==> config.mk <==
export PLATFORM = sky130hd
export DESIGN_NAME = wwgs_arith
export DESIGN_NICKNAME = d
export VERILOG_FILES = /design/src/rtl/wwgs_pkg.sv /design/src/rtl/wwgs_arith.sv
export SDC_FILE = /design/constraint.sdc
export NUM_CORES = 2
export LEC_CHECK = 0
export BUFFER_PORTS_ARGS = -buffer_cell sky130_fd_sc_hd__buf_2
export CAP_MARGIN = 10
export CELL_PAD_IN_SITES_DETAIL_PLACEMENT = 0
export CELL_PAD_IN_SITES_GLOBAL_PLACEMENT = 2
export CORE_UTILIZATION = 44
export DETAILED_ROUTE_END_ITERATION = 8
export PLACE_DENSITY_LB_ADDON = 0.1
export SLEW_MARGIN = 5
export SYNTH_ARGS = -nofsm -noshare
export SYNTH_HDL_FRONTEND = slang
export SYNTH_SLANG_ARGS = --single-unit
==> constraint.sdc <==
create_clock -name clk_i -period 15.3 [get_ports clk_i]
set_input_delay 3.825 -clock clk_i [delete_from_list [all_inputs] [get_ports clk_i]]
set_output_delay 3.825 -clock clk_i [all_outputs]
set_load 0.02 [all_outputs]
==> src/rtl/wwgs_pkg.sv <==
// Package: shared widths, codes and control types of the gather/scatter unit.
`default_nettype none

package wwgs_pkg;

  localparam int GRID_DEPTH  = 4096;
  localparam int ADDR_W      = $clog2(GRID_DEPTH);
  localparam int GRID_SIZE_W = 13;
  localparam int TAPS_W      = 6;
  localparam int TAP_IDX_W   = 5;
  localparam int DATA_W      = 24;
  localparam int WEIGHT_W    = 18;
  localparam int PROD_W      = DATA_W + WEIGHT_W;
  localparam int SUM_W       = 48;
  localparam int RND_SHIFT   = 16;
  localparam int APB_AW      = 3;
  localparam int APB_DW      = 32;

  localparam logic [GRID_SIZE_W-1:0] GRID_SIZE_RST   = GRID_SIZE_W'(4096);
  localparam logic [TAPS_W-1:0]      WINDOW_TAPS_RST = TAPS_W'(8);

  typedef enum logic [1:0] {
    REQ_WRITE = 2'd0,
    REQ_FWD   = 2'd1,
    REQ_ADJ   = 2'd2,
    REQ_READ  = 2'd3
  } req_e;

  typedef enum logic [0:0] {
    REG_GRID_SIZE   = 1'b0,
    REG_WINDOW_TAPS = 1'b1
  } cfg_reg_e;

  typedef enum logic [1:0] {
    S_IDLE = 2'd0,
    S_MOD  = 2'd1,
    S_READ = 2'd2,
    S_ACC  = 2'd3
  } state_e;

  typedef struct packed {
    logic mul;       // grid data valid: form product
    logic acc;       // accumulate or build write-back value
    logic adjoint;   // scatter-add request
    logic read_out;  // plain grid read
    logic last_tap;  // last tap of the node window
  } arith_ctrl_t;

endpackage

`default_nettype wire

==> src/rtl/wwgs_arith.sv <==
// Arithmetic: tap product, saturating complex sum, rounded scatter-add, result register.
`default_nettype none

module wwgs_arith
  import wwgs_pkg::*;
(
  input  wire logic                       clk_i,
  input  wire logic                       rst_ni,
  input  wire arith_ctrl_t                ctrl_i,
  input  wire logic signed [DATA_W-1:0]   grid_re_i,
  input  wire logic signed [DATA_W-1:0]   grid_im_i,
  input  wire logic signed [DATA_W-1:0]   node_re_i,
  input  wire logic signed [DATA_W-1:0]   node_im_i,
  input  wire logic signed [WEIGHT_W-1:0] weight_i,
  output logic signed      [DATA_W-1:0]   wb_re_o,
  output logic signed      [DATA_W-1:0]   wb_im_o,
  output logic                            res_valid_o,
  output logic signed      [SUM_W-1:0]    res_re_o,
  output logic signed      [SUM_W-1:0]    res_im_o,
  output logic                            res_kind_o
);

  localparam int RND_W = PROD_W + 1;
  localparam int QW    = RND_W - RND_SHIFT;
  localparam int ADD_W = QW + 1;
  localparam logic signed [RND_W-1:0] HALF_LSB = RND_W'(1) <<< (RND_SHIFT - 1);
  localparam logic signed [SUM_W-1:0] SUM_MAX  = {1'b0, {(SUM_W-1){1'b1}}};
  localparam logic signed [SUM_W-1:0] SUM_MIN  = {1'b1, {(SUM_W-1){1'b0}}};
  localparam logic signed [DATA_W-1:0] DAT_MAX = {1'b0, {(DATA_W-1){1'b1}}};
  localparam logic signed [DATA_W-1:0] DAT_MIN = {1'b1, {(DATA_W-1){1'b0}}};

  logic signed [PROD_W-1:0] prod_re_q, prod_im_q;
  logic signed [DATA_W-1:0] gdat_re_q, gdat_im_q;
  logic signed [SUM_W-1:0]  sum_re_q, sum_re_d, sum_im_q, sum_im_d;
  logic signed [SUM_W:0]    acc_re, acc_im;
  logic signed [RND_W-1:0]  rnd_re, rnd_im;
  logic signed [ADD_W-1:0]  add_re, add_im;
  logic                     valid_q, valid_d, kind_q;
  logic signed [SUM_W-1:0]  res_re_q, res_im_q;
  logic                     emit;

  // saturating complex sum
  assign acc_re = (SUM_W+1)'(sum_re_q) + (SUM_W+1)'(prod_re_q);
  assign acc_im = (SUM_W+1)'(sum_im_q) + (SUM_W+1)'(prod_im_q);

  always_comb begin
    sum_re_d = acc_re[SUM_W-1:0];
    sum_im_d = acc_im[SUM_W-1:0];
    if (acc_re[SUM_W] != acc_re[SUM_W-1]) begin
      sum_re_d = acc_re[SUM_W] ? SUM_MIN : SUM_MAX;
    end
    if (acc_im[SUM_W] != acc_im[SUM_W-1]) begin
      sum_im_d = acc_im[SUM_W] ? SUM_MIN : SUM_MAX;
    end
  end

  // round to nearest, ties up: add half an lsb, then floor shift
  assign rnd_re = RND_W'(prod_re_q) + HALF_LSB;
  assign rnd_im = RND_W'(prod_im_q) + HALF_LSB;
  assign add_re = ADD_W'(gdat_re_q) + ADD_W'($signed(rnd_re[RND_W-1:RND_SHIFT]));
  assign add_im = ADD_W'(gdat_im_q) + ADD_W'($signed(rnd_im[RND_W-1:RND_SHIFT]));

  always_comb begin
    if (add_re > ADD_W'(DAT_MAX)) begin
      wb_re_o = DAT_MAX;
    end else if (add_re < ADD_W'(DAT_MIN)) begin
      wb_re_o = DAT_MIN;
    end else begin
      wb_re_o = add_re[DATA_W-1:0];
    end
    if (add_im > ADD_W'(DAT_MAX)) begin
      wb_im_o = DAT_MAX;
    end else if (add_im < ADD_W'(DAT_MIN)) begin
      wb_im_o = DAT_MIN;
    end else begin
      wb_im_o = add_im[DATA_W-1:0];
    end
  end

  assign emit    = ctrl_i.acc && !ctrl_i.adjoint && ctrl_i.last_tap;
  assign valid_d = (ctrl_i.mul && ctrl_i.read_out) || emit;

  always_ff @(posedge clk_i or negedge rst_ni) begin
    if (!rst_ni) begin
      valid_q  <= 1'b0;
      sum_re_q <= '0;
      sum_im_q <= '0;
    end else begin
      valid_q <= valid_d;
      if (ctrl_i.acc && !ctrl_i.adjoint) begin
        sum_re_q <= ctrl_i.last_tap ? '0 : sum_re_d;
        sum_im_q <= ctrl_i.last_tap ? '0 : sum_im_d;
      end
    end
  end

  always_ff @(posedge clk_i) begin
    if (ctrl_i.mul) begin
      prod_re_q <= (ctrl_i.adjoint ? node_re_i : grid_re_i) * weight_i;
      prod_im_q <= (ctrl_i.adjoint ? node_im_i : grid_im_i) * weight_i;
      gdat_re_q <= grid_re_i;
      gdat_im_q <= grid_im_i;
    end
    if (ctrl_i.mul && ctrl_i.read_out) begin
      res_re_q <= SUM_W'(grid_re_i);
      res_im_q <= SUM_W'(grid_im_i);
      kind_q   <= 1'b1;
    end else if (emit) begin
      res_re_q <= sum_re_d;
      res_im_q <= sum_im_d;
      kind_q   <= 1'b0;
    end
  end

  assign res_valid_o = valid_q;
  assign res_re_o    = res_re_q;
  assign res_im_o    = res_im_q;
  assign res_kind_o  = kind_q;

endmodule

`default_nettype wire

* Word level (Yosys, flattened, before mapping)
Cells that the tools add are included.
** Storage, ports and cells
- Input bits :: 121
- Register bits after elaboration :: 326
- Word-level logic and storage cells :: 46
- Output and inout port bits :: 146
** Operators by class
- Multiplexer cells :: 16
- Reduce and logical (&&, ||, !) cells :: 6
- Equality and inequality tests :: 2
- Add/subtract/negate cells :: 6
- Magnitude comparators :: 4
- Multiply operators :: 2
** Operator list (number)
- 2-to-1 mux 48 bit :: 10
- adder 48 x 42 -> 49 bit :: 2
- 2-to-1 mux 24 bit :: 4
- adder 42 x 17 -> 43 bit (second input constant) :: 2
- multiplier 42 x 18 -> 42 bit :: 2
- 2-to-1 mux 42 bit :: 2
- adder 24 x 27 -> 28 bit :: 2
- greater-than comparator 28 x 24 -> 1 bit (second input constant) :: 2
- < comparator 28 x 24 -> 1 bit (second input constant) :: 2
- logical AND 1 bit :: 3
- inequality test 1 bit :: 2
- nonzero test 2 bit :: 1
- zero test 1 bit :: 1
- logical OR 1 bit :: 1

* Depth between registers and ports, before layout
- Word-level depth :: 5
- Gate-level depth with buffers :: 28
- Mapped depth without buffers :: 26

* Worst setup path before layout
No wires, ideal clock.
- Path type :: input to register
- Start point :: input port ctrl_i[2] (netlist bit)
- End point :: register prod_im_q[41] (data pin)
- Setup time :: 260 ps
- Slack :: 4586 ps
- Data required time :: 15040 ps
- Cell stages on the path :: 25
- Path buffers :: 3
- Arrival :: 10454 ps
- Cells stage by stage :: buf_1 > clkbuf_1 > mux2_2 > clkbuf_1 > nand2_1 > fa_1 > fa_1 > fa_1 > inv_1 > fa_1 > fa_1 > inv_1 > fa_1 > inv_1 > ha_1 > a21o_1 > a21o_1 > a21oi_1 > o21ai_0 > a211oi_1 > a211oi_1 > or3_1 > a31o_2 > a21oi_1 > xnor2_1
** Between the ends
- Cells in the longest elaborated chain, start to end :: 2
** RTL lines
- start: declaration :: line wwgs_arith.sv:9 : input wire arith_ctrl_t ctrl_i,
- 2-to-1 mux 42 bit :: line wwgs_arith.sv:100 : prod_im_q <= (ctrl_i.adjoint ? node_im_i : grid_im_i) * weight_i;
- multiplier 42 x 18 -> 42 bit :: line wwgs_arith.sv:100
- end signal: assignment :: line wwgs_arith.sv:100
- end: declaration :: line wwgs_arith.sv:32 : logic signed [PROD_W-1:0] prod_re_q, prod_im_q;
No other way between the ends.
A chain may end at the register's enable or synchronous reset.

* Worst setup path in the final report
- Start point :: input port ctrl_i[2] (netlist bit)
- End point :: register prod_re_q[31] (data pin)
** Between the ends
- Cells in the longest elaborated chain, start to end :: 2
** RTL lines
- 2-to-1 mux 42 bit :: line wwgs_arith.sv:99 : prod_re_q <= (ctrl_i.adjoint ? node_re_i : grid_re_i) * weight_i;
- multiplier 42 x 18 -> 42 bit :: line wwgs_arith.sv:99
- end signal: assignment :: line wwgs_arith.sv:99
- end: declaration :: line wwgs_arith.sv:32
No other way between the ends.

==> results.tsv <==
stage	metric	value	unit
status	status	completed	
floorplan	I/O Pins	267	
finish	nets	7160	
placed_design	Port Buf Inserts	266	
synthesis	post-synthesis cell area	52700	um2
synthesis	cells after synthesis	5740	
global_routing	vias in the first global route	41910	
run	max-cap violation count	0	
synthesis	Warnings, synthesis	0	
routing	Routed WL	159700	um
setup_path	CP endpoint kind	flip-flop	
routing	DR DRC count	0	
routing	DR WL/cell	21.42	um
clocking	CTS clock-pin slew for the worst setup and hold paths	0.06	ns
floorplan	Die Area	121200	um2
synthesis	#FFs+latches synth	326	
setup_path	kind of critical path	in2reg	
timing	fmax	0.08243	GHz
synthesis	ys async rst share	29.75	%
routing	vias per inst	5.379	
placed_design	HPWL after detailed placement	123800	um
clocking	H-tree levels	2	
clocking	cts hold-fix bufs	0	
floorplan	Die W	348.1	um
synthesis	Synth area leader	fa_1	
timing	unrepaired setup endpoints after global routing	no	
floorplan	initial core utilization	44.51	%
timing	setup TNS	0	ns
global_routing	initial antenna violation count	7	
timing	Final Hold Fails	0	
synthesis	post-synthesis sequential area ratio	17.63	%
global_routing	largest net degree at the start of global routing	78	
timing	setup violators final	0	
finish	area grow syn2layout	7.322	%
synthesis	Syn Nets	7077	
timing	Final Max Tran Viols	0	
timing	Final Skew	0.04222	ns
clocking	post-CTS setup buffer count	0	
clocking	CTS tree	yes	
global_routing	global-route wire length before repair	250200	um
placed_design	Final Wtd Congestion	0.8850	
setup_path	Setup crit start kind	primary input	
floorplan	core area	118400	um2
synthesis	count of unique library cells instantiated by Yosys	83	
routing	Vias	40100	
synthesis	Mean Syn Cell Area	9.181	um2
routing	Starting DRT DRC Count	2529	
finish	fraction of layout cells with a size suffix above 1	7.861	%
routing	antenna viol nets, final	0	
routing	1st-pass router iterations	6	
finish	commonest non-fill, non-tap cells in the layout	1,024 x inv_1, 854 x fa_1, 772 x nand2_1	
clocking	total CTS buffers	38	
setup_path	crit-path max FO	26	
clocking	CTS resizes	0	
clocking	worst skew pair latency	0.59	ns
synthesis	largest cells by area after synthesis	fa_1 32%, edfxtp_1 13%, ha_1 8.6%, inv_1 7.3%, nand2_1 5.5%	
finish	commonest non-fill, non-tap cell in the layout	inv_1	
timing	Max-slew headroom	21.34	%
global_routing	total gr overflow	0	
hold_path	Hold Crit Class	reg2reg	
setup_path	WP data required	15.56	ns
global_routing	GRT Total Usage	26.81	%
clocking	clk buf depth	3	
floorplan	Die Y-Extent	348.1	um
setup_path	CP Data Arrival Time	12.39	ns
synthesis	Yosys top cell area share	32.44	%
clocking	Clock Root Buffer	clkbuf_16	
timing	crit share post-route	79.29	%
timing	Final min period	12.13	ns
synthesis	Top FF cell, synth	edfxtp_1	
floorplan	row cnt	126	
timing	Least-Margin Pin Slew	1.177	ns
clocking	TritonCTS Sinks	326	
synthesis	Post-synth EDFFs	228	
## Yosys cell counts (all sizes together) (34+ instances only)
cell type and n:
o21a 44, dfrtp 97, edfxtp 228, a21oi 250
xor2 98, nand2 774, fa 854, maj3 40
and3 34, a21o 126, mux2 49, inv 1024
nand3 68, o21ai 305, xnor2 155, ha 362
nor3 35, buf 49, nor2b 51, and2 298
o211ai 34, nor2 182, clkbuf 210
## layer usage
| metal | track usage (%) | share of wire (%) |
|---|---|---|
| met5 | 0 | 0 |
| met1 | 39.42 | 48 |
| met2 | 43.24 | 46 |
| met3 | 2.601 | 4.7 |
| met4 | 4.810 | 1.7 |
## layout make-up
cell class | instances | area (um2)
antenna | 3 | 7.507
clock buffer | 47 | 1006
clock inverter | 22 | 203.9
fill | 11540 | 61840
inverter | 1024 | 3844
multi-input combinational | 4131 | 38570
sequential | 326 | 9294
tap | 1600 | 2002
timing repair buffer | 302 | 1630
## critical path, cell delays in order
cell	delay (ns)
buf_2	0.64
buf_4	0.53
mux2_2	0.61
and2_1	0.28
fa_1	0.53
inv_1	0.05
fa_1	0.47
fa_1	0.53
inv_1	0.06
fa_1	0.49
fa_1	0.49
inv_1	0.05
fa_1	0.50
inv_1	0.05
ha_1	0.43
nand3_1	0.19
nor3_1	0.48
nand2_1	0.14
a311oi_1	0.81
o21ai_0	0.28
a21oi_1	0.20
nor2_1	0.08
o21ai_0	0.36
o311ai_0	0.23
## final timing paths
path                                         start                       end  slack (ns)  cells past startpoint
max                                      ctrl_i[2]   prod_re_q[31]$_DFFE_PP_        3.17                     24
min                        res_kind_o$_SDFFE_PP1P_   res_kind_o$_SDFFE_PP1P_        0.46                      2
max reg2reg                prod_im_q[14]$_DFFE_PP_  sum_im_q[14]$_DFFE_PN0P_       10.42                     11
min reg2reg                res_kind_o$_SDFFE_PP1P_   res_kind_o$_SDFFE_PP1P_        0.46                      2
max in group asynchronous                   rst_ni  sum_re_q[24]$_DFFE_PN0P_       10.71                      2
min in group asynchronous                   rst_ni  sum_im_q[19]$_DFFE_PN0P_        3.28                      1
## registers in the layout (all words and copies together) (netlist names)
register     flops
gdat_re_q       24
res_re_o        48
res_valid_o      1
sum_re_q        48
prod_re_q       42
gdat_im_q       24
res_im_o        48
sum_im_q        48
res_kind_o       1
prod_im_q       42
## through the flow
step                setup slack [ns]  hold slack (ns)  instance area [um2]  utilization, %  cells
finish                         3.169           0.4577                56560           47.77   7455
CTS                            3.213           0.4545                56530           47.74   7451
floorplan                      4.586           0.4428                52700               -   5740
global route                   2.810           0.4800                56550           47.77   7452
global placement               2.713           0.4352                55320           46.72   7382
detailed placement             2.638           0.4454                55320           46.72   7382
## cells by family after synthesis
group / count (synthesis) / synth area share (%)
AND/OR/NAND/NOR: 1567 / 13.93
adder cells (fa/ha/maj): 1256 / 41.81
XOR/XNOR: 253 / 4.205
flip-flops: 326 / 17.63
AO/OA/AOI/OAI: 1000 / 12.01
multiplexers: 55 / 1.161
buffers and inverters: 1283 / 9.250
Power is left out: the tool's default activity adds up to more than one toggle a clock period on the data nets, which glitch-free logic cannot reach.
