**src/rtl/wwgs_pkg.sv**
```systemverilog
// Package: shared widths, codes and control types of the gather/scatter unit.
`default_nettype none

package wwgs_pkg;

  localparam int GRID_DEPTH  = 4096;
  localparam int ADDR_W      = $clog2(GRID_DEPTH);
  localparam int GRID_SIZE_W = 13;
  localparam int TAPS_W      = 6;
  localparam int TAP_IDX_W   = 5;
  localparam int DATA_W      = 24;
  localparam int WEIGHT_W    = 18;
  localparam int PROD_W      = DATA_W + WEIGHT_W;
  localparam int SUM_W       = 48;
  localparam int RND_SHIFT   = 16;
  localparam int APB_AW      = 3;
  localparam int APB_DW      = 32;

  localparam logic [GRID_SIZE_W-1:0] GRID_SIZE_RST   = GRID_SIZE_W'(4096);
  localparam logic [TAPS_W-1:0]      WINDOW_TAPS_RST = TAPS_W'(8);

  typedef enum logic [1:0] {
    REQ_WRITE = 2'd0,
    REQ_FWD   = 2'd1,
    REQ_ADJ   = 2'd2,
    REQ_READ  = 2'd3
  } req_e;

  typedef enum logic [0:0] {
    REG_GRID_SIZE   = 1'b0,
    REG_WINDOW_TAPS = 1'b1
  } cfg_reg_e;

  typedef enum logic [1:0] {
    S_IDLE = 2'd0,
    S_MOD  = 2'd1,
    S_READ = 2'd2,
    S_ACC  = 2'd3
  } state_e;

  typedef struct packed {
    logic mul;       // grid data valid: form product
    logic acc;       // accumulate or build write-back value
    logic adjoint;   // scatter-add request
    logic read_out;  // plain grid read
    logic last_tap;  // last tap of the node window
  } arith_ctrl_t;

endpackage

`default_nettype wire

```
**src/rtl/wwgs_wrap.sv**
```systemverilog
// Bit-serial remainder unit: wraps a grid index by the configured grid size.
`default_nettype none

module wwgs_wrap
  import wwgs_pkg::*;
(
  input  wire logic                   clk_i,
  input  wire logic                   rst_ni,
  input  wire logic                   start_i,
  input  wire logic [GRID_SIZE_W-1:0] dividend_i,
  input  wire logic [GRID_SIZE_W-1:0] divisor_i,
  output logic                        done_o,
  output logic      [ADDR_W-1:0]      rem_o
);

  localparam int CNT_W = $clog2(GRID_SIZE_W);
  localparam logic [CNT_W-1:0] LAST_CNT = CNT_W'(GRID_SIZE_W - 1);

  logic                   busy_q, busy_d;
  logic                   done_q, done_d;
  logic [CNT_W-1:0]       cnt_q, cnt_d;
  logic [GRID_SIZE_W-1:0] shift_q, shift_d;
  logic [GRID_SIZE_W-1:0] div_q, div_d;
  logic [ADDR_W-1:0]      rem_q, rem_d;
  logic [GRID_SIZE_W-1:0] trial;

  // remainder stays below divisor (at most GRID_DEPTH), so ADDR_W bits hold it
  assign trial = {rem_q, shift_q[GRID_SIZE_W-1]};

  always_comb begin
    busy_d  = busy_q;
    done_d  = 1'b0;
    cnt_d   = cnt_q;
    shift_d = shift_q;
    div_d   = div_q;
    rem_d   = rem_q;
    if (start_i) begin
      busy_d  = 1'b1;
      cnt_d   = LAST_CNT;
      shift_d = dividend_i;
      div_d   = divisor_i;
      rem_d   = '0;
    end else if (busy_q) begin
      shift_d = {shift_q[GRID_SIZE_W-2:0], 1'b0};
      rem_d   = (trial >= div_q) ? ADDR_W'(trial - div_q) : ADDR_W'(trial);
      cnt_d   = cnt_q - CNT_W'(1);
      if (cnt_q == '0) begin
        busy_d = 1'b0;
        done_d = 1'b1;
      end
    end
  end

  always_ff @(posedge clk_i or negedge rst_ni) begin
    if (!rst_ni) begin
      busy_q <= 1'b0;
      done_q <= 1'b0;
      cnt_q  <= '0;
    end else begin
      busy_q <= busy_d;
      done_q <= done_d;
      cnt_q  <= cnt_d;
    end
  end

  always_ff @(posedge clk_i) begin
    shift_q <= shift_d;
    div_q   <= div_d;
    rem_q   <= rem_d;
  end

  assign done_o = done_q;
  assign rem_o  = rem_q;

endmodule

`default_nettype wire

```
**config.mk**
```make
export PLATFORM = sky130hd
export DESIGN_NAME = wwgs_wrap
export DESIGN_NICKNAME = d
export VERILOG_FILES = /design/src/rtl/wwgs_pkg.sv /design/src/rtl/wwgs_wrap.sv
export SDC_FILE = /design/constraint.sdc
export NUM_CORES = 1
export LEC_CHECK = 0
export BUFFER_PORTS_ARGS = -buffer_cell sky130_fd_sc_hd__buf_2
export CORE_AREA = 4 4 84 86
export CTS_CLUSTER_SIZE = 20
export DETAILED_ROUTE_END_ITERATION = 7
export DIE_AREA = 0 0 88 90
export PLACE_DENSITY = 0.68
export SKIP_CTS_REPAIR_TIMING = 1
export SLEW_MARGIN = 20
export SYNTH_ARGS = -nofsm -noshare
export SYNTH_HDL_FRONTEND = slang
export SYNTH_SLANG_ARGS = --single-unit
```
**constraint.sdc**
```tcl
create_clock -name clk_i -period 6.25 [get_ports clk_i]
set_input_delay 0.625 -clock clk_i [delete_from_list [all_inputs] [get_ports clk_i]]
set_output_delay 0.625 -clock clk_i [all_outputs]
set_load 0.02 [all_outputs]
```
---- Word level (Yosys, flattened, before mapping) ----
Index checks and enable logic that the tools add are counted.
W data, S select, Z words.
word-level totals
  bits in read-only memories .............. 0
  bits in registers ....................... 44
  RAM bits ................................ 0
  logic and storage cells ................. 22
  bits in latches ......................... 0
  output and inout port bits .............. 13
  memories ................................ 0
  bits of input ports ..................... 29
cells by class
  $mul .................................... 0
  reduce and logical (&&, ||, !) cells .... 2
  bitwise operators ....................... 0
  add/sub/neg operators ................... 2
  equality and inequality tests ........... 0
  order comparisons ....................... 1
  div/mod/pow operators ................... 0
  shift operators ......................... 0
  mux-type cells .......................... 11
operators by type and width
  cell                   number
  $mux W13               2
  $ge A13 B13 Y1         1
  $mux W12               1
  $sub A12 B12 Y12       1
  $mux W4                2
  $mux W1                6
  $logic_not A4 Y1       1
  $sub A4 B1 Y4 const B  1
  $reduce_bool A2 Y1     1

---- Longest topological paths before layout ----
Gate-level depths: netlist (run 1).
  depth in word-level cells ............... 4
  depth in mapped cells ................... 10
  gate-level depth less buffers ........... 10

---- Least setup slack after synthesis (run 1) ----
OpenSTA, ideal clock, no wires.
  path type ............................... register -> register
  start ................................... register shift_q[12]
  end ..................................... register rem_q[10] (netlist: rem_o[10])
  cell stages (with the launch flop) ...... 11
  data arrival time ....................... 2.140 ns
  library setup time ...................... 0.106 ns
  path buffers ............................ 0
  data required time ...................... 6.144 ns
  clock period less this slack ............ 2.246 ns
  path slack .............................. 4.004 ns
  cells stage by stage .................... edfxtp_1 > inv_1 > ha_1 > inv_1 > fa_1 > a21o_1 > a221oi_1 > o21ai_0 > xnor2_1 > a211o_1 > o311ai_0
on the way
  cells in the longest elaborated chain, start to end .. 2
  elaborated cells on any way between the ends .. 3
  classes of those cells .................. add/sub: 1; order compare: 1; mux: 1
ends and longest elaborated chain
  element                                                    RTL line         source
  start: declaration                                         wwgs_wrap.sv:22  logic [GRID_SIZE_W-1:0] shift_q, shift_d;
  start signal: assignment                                   wwgs_wrap.sv:67  shift_q <= shift_d;
  $sub A12 B12 Y12 / $ge A13 B13 Y1 (equally long branches)  wwgs_wrap.sv:45  rem_d = (trial >= div_q) ? ADDR_W'(trial - div_q) : ADDR_W'(trial);
  $mux W12 *                                                 wwgs_wrap.sv:45
  end signal: assignment                                     wwgs_wrap.sv:69  rem_q <= rem_d;
  end: declaration                                           wwgs_wrap.sv:24  logic [ADDR_W-1:0] rem_q, rem_d;
Mark *: on every way between the ends. The rest lies on a longest branch, timed or not.
A chain may end at the register's enable or synchronous reset.

---- Worst setup path in the final report (run 1) ----
Same ends and word-level chain as after synthesis.

==> summary.txt, run 1 <==
Run status
  – Outcome: finished clean

Floorplanning
  – Core area: 6280 sq um
  – Die H: 90 um
  – Die X-Extent: 88 um
  – Die area: 7920 sq um
  – Site Rows: 29
  – I/O Pins: 42
  – Initial Util: 0.388

Layout
  – Area Growth Syn to Fin: 13.2%
  – Filler Cells Inserted: 610
  – Layout cells sized above 1: 0.247
  – Net count reported at finish: 310
  – ANT cells: 0

Drt
  – Via/cell ratio: 5.38
  – DR WL/cell: 14.8 um
  – WL final: 5.09 mm
  – Vias: 1,851
  – DRC marker count from the first detailed-route iteration: 154
  – Drt pass-1 iters: 4
  – DRC violations left: 0
  – ANT nets after route: 0

Yosys
  – Post-synth EDFFs: 26
  – Synth Cell Area: 2440 sq um
  – Sequential-to-total area share from yosys stat: 0.480
  – Synth Instances: 227
  – Avg Cell Area, Syn: 10.7 sq um
  – Post-Syn Nets: 271
  – Top FF cell, synth: edfxtp_1
  – Synth cell types: 44
  – Ys Warns: 0
  – FFs w/ async S/R, synth: 0.136
  – #FFs+latches synth: 44

Worst setup path
  – CP Max Fanout: 3
  – Worst EP required: 6440 ps
  – CP max stage cell: a221oi_1
  – Critical path class: reg -> reg
  – Reg-to-reg startpoint: shift_q[12]$_DFFE_PP_
  – Crit path launch type: flip-flop
  – Worst EP arrival: 2700 ps
  – Cell Chain, Critical Path: inv_1, ha_1, inv_1, fa_1, a21o_1, a221oi_1, o21ai_0, xnor2_1, a211o_1, o311ai_0
  – Worst setup EP type: flip-flop
  – Critical Path Source: shift_q[12]$_DFFE_PP_
  – Most used cell, CP: inv_1
  – Max incr delay on CP: 470 ps

Clocking
  – H-tree depth: 2
  – Reg clk slew, reported paths: 80 ps
  – TritonCTS buffer count: 5
  – CTS root buffer: clkbuf_8
  – Skew-Pair Late Insertion Delay: 290 ps
  – CTS tree: done
  – # clock sinks: 44
  – CTS Buffer Depth: 2

Job
  – Max-cap violations: 0

Timing
  – Setup TNS: 0 ps
  – RSZ-0062 raised after global routing: false
  – Measured slew at the worst slew-check pin: 891 ps
  – Final Cycle Share: 0.401
  – Setup WS post-layout: 3740 ps
  – Crit path time final: 2510 ps
  – Slew Viols, Final: 0
  – Final Setup Violations: 0
  – Slew Limit Headroom: 0.406
  – Hold Violations, Final: 0
  – Clock Skew: 3.94 ps
  – Fmax: 399 MHz

Pwr
  – PwrDens: 232 nW/um^2
  – Switching Fraction: 0.274
  – Sequential power share: 0.540
  – Comb power frac: 0.185
  – Switch Pwr: 0.175 mW
  – Cell Int Power: 0.464 mW
  – Clk pwr share: 0.275
  – LEAKAGE: 1.22 nW
  – Max rail drop VDD: 0.0976 mV

Global routing
  – Global route overflow: 0
  – Initial antenna violation count: 0
  – Largest net degree at the start of global routing: 39
  – Vias in the first global route: 1,868
  – Global-route wire length before repair: 8.78 mm
  – Overall track demand over capacity in global routing: 0.138

Placed design
  – Hpwl dp: 3.68 mm
  – RePlAce Congestion: 0.858
  – PortBufs: 41
  – Worst slack at placement: 3700 ps

Worst hold path
  – Hold Crit Class: in -> async
[sequential cells by signal, summed over array words and instances, names as in the netlist]
name	cells
rem_o	12
busy_q	1
shift_q	13
cnt_q	4
done_o	1
div_q	13
[power groups by stage]
| stage | sequential, mW | combinational [mW] | clock (mW) |
|---|---|---|---|
| CTS | 0.345 | 0.119 | 0.182 |
| finish | 0.345 | 0.118 | 0.176 |
| detailed placement | 0.352 | 0.117 | 0 |
| global placement | 0.351 | 0.116 | 0 |
| floorplan | 0.352 | 0.0845 | 0 |
| global route | 0.348 | 0.134 | 0.197 |
[final timing paths]
kind,slack (ps),endpoint,cells after the start
max in group asynchronous,5980,cnt_q[3]$_DFFE_PN0P_,1
worst min register to register,520,rem_o[5]$_SDFFE_PP0P_,2
worst min-delay path,130,done_o$_DFF_PN0_,1
min in group clk_i,500,div_q[1]$_DFFE_PP_,1
worst max register to register,3740,rem_o[10]$_SDFFE_PP0P_,10
worst max-delay path,3740,rem_o[10]$_SDFFE_PP0P_,10
[layout make-up]
type / count / area [sq um] / share of cell area
sequential: 44 / 1170 / 0.424
multi-input combinational: 154 / 1130 / 0.408
timing repair buffer: 41 / 205 / 0.0743
tap: 77 / 96.3 / 0.0349
inverter: 20 / 75.1 / 0.0272
clock buffer: 5 / 68.8 / 0.0249
clock inverter: 3 / 18.8 / 0.00680
[metrics by stage]
stage,hold slack (ps),utilization,total power [mW],instances,cell area [sq um]
after floorplan,329,-,0.436,227,2440
after global placement,458,0.426,0.467,336,2670
after detailed placement,462,0.426,0.469,336,2670
after CTS,138,0.440,0.646,344,2760
after global routing,128,0.440,0.680,344,2760
final,133,0.440,0.640,344,2760
[placed cells by master, fill, tap and decap left out, types with 2 or more instances in the layout]
master and instances:
o21ai_0 13, xnor2_1 8, buf_2 41, o31ai_1 3
a211o_1 2, o21ai_1 2, nor3_1 2, edfxtp_1 26
mux2_2 12, a311oi_1 6, a21o_1 4, clkinvlp_4 2
a21oi_1 12, dfxtp_1 12, clkbuf_8 5, nor2_1 12
nand2_1 12, nor4_1 2, o311ai_0 2, and3_1 9
ha_1 14, nand4_1 3, xor2_1 2, nand3_1 9
a31oi_1 4, dfrtp_1 6, inv_1 20, nand2b_1 4
o21a_1 2
[cells by family after synthesis]
logic type	Yosys count	synth area share
AO/OA/AOI/OAI	60	0.172
AND/OR/NAND/NOR	57	0.119
flip-flops	44	0.480
buffers and inverters	29	0.0580
adder cells (fa/ha/maj)	15	0.0800
multiplexers	12	0.0554
XOR/XNOR	10	0.0359
[routing by layer]
| metal | vias to the layer above | global-route usage | wire [um] |
|---|---|---|---|
| met5 | - | 0 | 0 |
| li1 | 916 | - | - |
| met1 | 884 | 0.185 | 2380 |
| met2 | 43 | 0.216 | 2400 |
| met3 | 8 | 0.0356 | 247 |
| met4 | 0 | 0.0422 | 69 |
[critical path: cells and delay by family, from the launching register on]
family	cells	cell delay, ps
fa+ha+maj	2	570
flops	1	370
buf+inv	2	130
xor+xnor	1	160
compound gates	5	1160
[synth_stat cells, types with 3 or more instances]
| cell type | instances | share of area |
|---|---|---|
| edfxtp_1 | 26 | 0.32 |
| inv_1 | 20 | 0.031 |
| ha_1 | 14 | 0.072 |
| o21ai_0 | 13 | 0.027 |
| a21oi_1 | 12 | 0.025 |
| dfxtp_1 | 12 | 0.099 |
| mux2_2 | 12 | 0.055 |
| nand2_1 | 12 | 0.018 |
| nor2_1 | 12 | 0.018 |
| and3_1 | 9 | 0.023 |
| nand3_1 | 9 | 0.018 |
| xnor2_1 | 8 | 0.029 |
| a311oi_1 | 6 | 0.022 |
| dfrtp_1 | 6 | 0.062 |
| a21o_1 | 4 | 0.012 |
| a31oi_1 | 4 | 0.010 |
| buf_6 | 4 | 0.018 |
| nand2b_1 | 4 | 0.010 |
| clkbuf_1 | 3 | 0.0046 |
| nand4_1 | 3 | 0.0077 |
| o31ai_1 | 3 | 0.0092 |
No activity file was read; power rests on OpenSTA's default activity.
==> inputs of run 2 (changes only) <==
--- a/config.mk
+++ b/config.mk
@@ -10,7 +10,7 @@
 export CTS_CLUSTER_SIZE = 20
 export DETAILED_ROUTE_END_ITERATION = 7
 export DIE_AREA = 0 0 88 90
-export PLACE_DENSITY = 0.68
+export PLACE_DENSITY = 0.71
 export SKIP_CTS_REPAIR_TIMING = 1
 export SLEW_MARGIN = 20
 export SYNTH_ARGS = -nofsm -noshare
==> constraint.sdc (replaced) <==
create_clock -name clk_i -period 2.3 [get_ports clk_i]
set_input_delay 0.23 -clock clk_i [delete_from_list [all_inputs] [get_ports clk_i]]
set_output_delay 0.23 -clock clk_i [all_outputs]
set_load 0.02 [all_outputs]
==> run 2 against run 1 <==
Power rose to 3.0 times the previous value; sequential share of layout area is 3.9 points lower; combinational power grew to 3.4 times the previous value; setup slack got worse by 3600 ps; critical path type unchanged; largest cell class is now multi-input combinational cells; largest power group unchanged.
==> summary.txt, run 2 (synthesis gave the netlist of run 1 again) <==
Layout
  – Filler Cells Inserted: 574
  – Leading cell type in the layout, fill and taps excluded: buf_2
  – Most frequent cells in the layout: buf_2, edfxtp_1, inv_1, buf_4
  – Reg area: 1170 sq um
  – Layout cells sized above 1: 0.359
  – Final core utilization: 0.484
  – Net count reported at finish: 330
  – ANT cells: 0
  – Multi-input logic area: 1230 sq um
  – Area Growth Syn to Fin: 24.6%
  – Final std cells w/o fill: 364

Job
  – Max-cap violations: 0

Floorplanning
  – Site Rows: 29
  – I/O Pins: 42
  – Initial Util: 0.388
  – Core area: 6280 sq um
  – Die area: 7920 sq um
  – Die X-Extent: 88 um
  – Die H: 90 um

Drt
  – Drt pass-1 iters: 4
  – WL final: 5.42 mm
  – DRC violations left: 0
  – ANT nets after route: 0
  – Vias: 1,948
  – Via/cell ratio: 5.35
  – DRC marker count from the first detailed-route iteration: 106
  – DR WL/cell: 14.9 um

Timing
  – Measured slew at the worst slew-check pin: 536 ps
  – Fmax: 454 MHz
  – Setup WS post-layout: 99.5 ps
  – Slew Limit Headroom: 0.642
  – Slew Viols, Final: 0
  – RSZ-0062 raised after global routing: true
  – Final Setup Violations: 0
  – Hold Violations, Final: 0
  – Final Cycle Share: 0.957
  – Clock Skew: 6.70 ps
  – Crit path time final: 2200 ps

Placed design
  – Placed Cells: 354
  – Worst slack at placement: -99.9 ps
  – PortBufs: 41
  – RePlAce Congestion: 0.838
  – Hpwl dp: 3.80 mm

Worst setup path
  – Cell Chain, Critical Path: inv_2, ha_4, inv_2, fa_2, a21o_1, a221oi_2, buf_4, o21ai_0, xnor2_1, a211o_1, o311ai_0
  – Crit path launch type: flip-flop
  – Worst EP required: 2500 ps
  – CP Max Fanout: 3
  – Most used cell, CP: inv_2
  – Worst setup EP type: flip-flop
  – CP max stage cell: edfxtp_1
  – Critical path class: reg -> reg
  – Worst EP arrival: 2400 ps
  – Max incr delay on CP: 390 ps
  – Register-to-register setup slack: 100 ps

Clocking
  – CTS Buffer Depth: 2
  – TritonCTS buffer count: 5
  – # clock sinks: 44
  – H-tree depth: 2
  – Reg clk slew, reported paths: 80 ps
  – Skew-Pair Late Insertion Delay: 300 ps
  – CTS root buffer: clkbuf_8
  – CTS tree: done

Global routing
  – Global route overflow: 0
  – Overall track demand over capacity in global routing: 0.141
  – Initial antenna violation count: 0
  – Largest net degree at the start of global routing: 28
  – Global-route wire length before repair: 9.05 mm
  – Vias in the first global route: 1,934

Worst hold path
  – Hold Crit Class: in -> reg

Pwr
  – PwrDens: 632 nW/um^2
  – LEAKAGE: 1.34 nW
  – Tot Pwr: 1.92 mW
  – Max rail drop VDD: 0.317 mV

Run status
  – Outcome: finished clean
## run 2: cell count changes in the layout (fill, tap and decap cells not counted), sizes merged
cell / change
bufinv: +1
dlygate4sd3: +1
clkinvlp: -2
buf: +19
clkbuf: +1
## run 2: per-stage QoR
step,instance area (sq um),setup TNS [ps],hold slack (ps)
final,3040,0,100
after global routing,3040,-117,87.4
after CTS,2920,-193,-262
after detailed placement,2810,-99.9,63.9
after global placement,2810,-104,57.7
after floorplan,2440,0,-65.6
## run 2: path summary, 6_finish.rpt
path                                             from                     end  cells past startpoint
worst min-delay path                     divisor_i[8]      div_q[8]$_DFFE_PP_                      1
worst max register to register  shift_q[12]$_DFFE_PP_  rem_o[10]$_SDFFE_PP0P_                     11
worst max-delay path            shift_q[12]$_DFFE_PP_  rem_o[10]$_SDFFE_PP0P_                     11
max in group asynchronous                      rst_ni    cnt_q[2]$_DFFE_PN0P_                      2
worst min register to register   cnt_q[3]$_DFFE_PN0P_    cnt_q[3]$_DFFE_PN0P_                      2
min in group asynchronous                      rst_ni        done_o$_DFF_PN0_                      2
## run 2: critical path, delay by kind of cell, from the launching register on
family | cells | cell delay (ps)
AO/OA/AOI/OAI | 5 | 810
flip-flops | 1 | 390
buffers and inverters | 3 | 290
XOR/XNOR | 1 | 150
adder cells (fa/ha/maj) | 2 | 480
## run 2: power by group
| group | switching (mW) | leakage [nW] | internal [mW] |
|---|---|---|---|
| combinational | 0.201 | 0.854 | 0.195 |
| sequential | 0.0328 | 0.432 | 0.903 |
| clock | 0.264 | 0.0552 | 0.323 |
## run 2: routing by layer
| layer | wire length [um] | GRT usage |
|---|---|---|
| met1 | 2440 | 0.192 |
| met2 | 2580 | 0.217 |
| met3 | 285 | 0.0320 |
| met4 | 112 | 0.0524 |
| met5 | 0 | 0 |
## run 2: cell type report
class | count | share of cell area
Multi-Input combinational cell | 154 | 0.404
Sequential cell | 44 | 0.386
Timing Repair Buffer | 61 | 0.119
Tap cell | 77 | 0.0317
Inverter | 20 | 0.0247
Clock buffer | 6 | 0.0239
Clock inverter | 2 | 0.0115
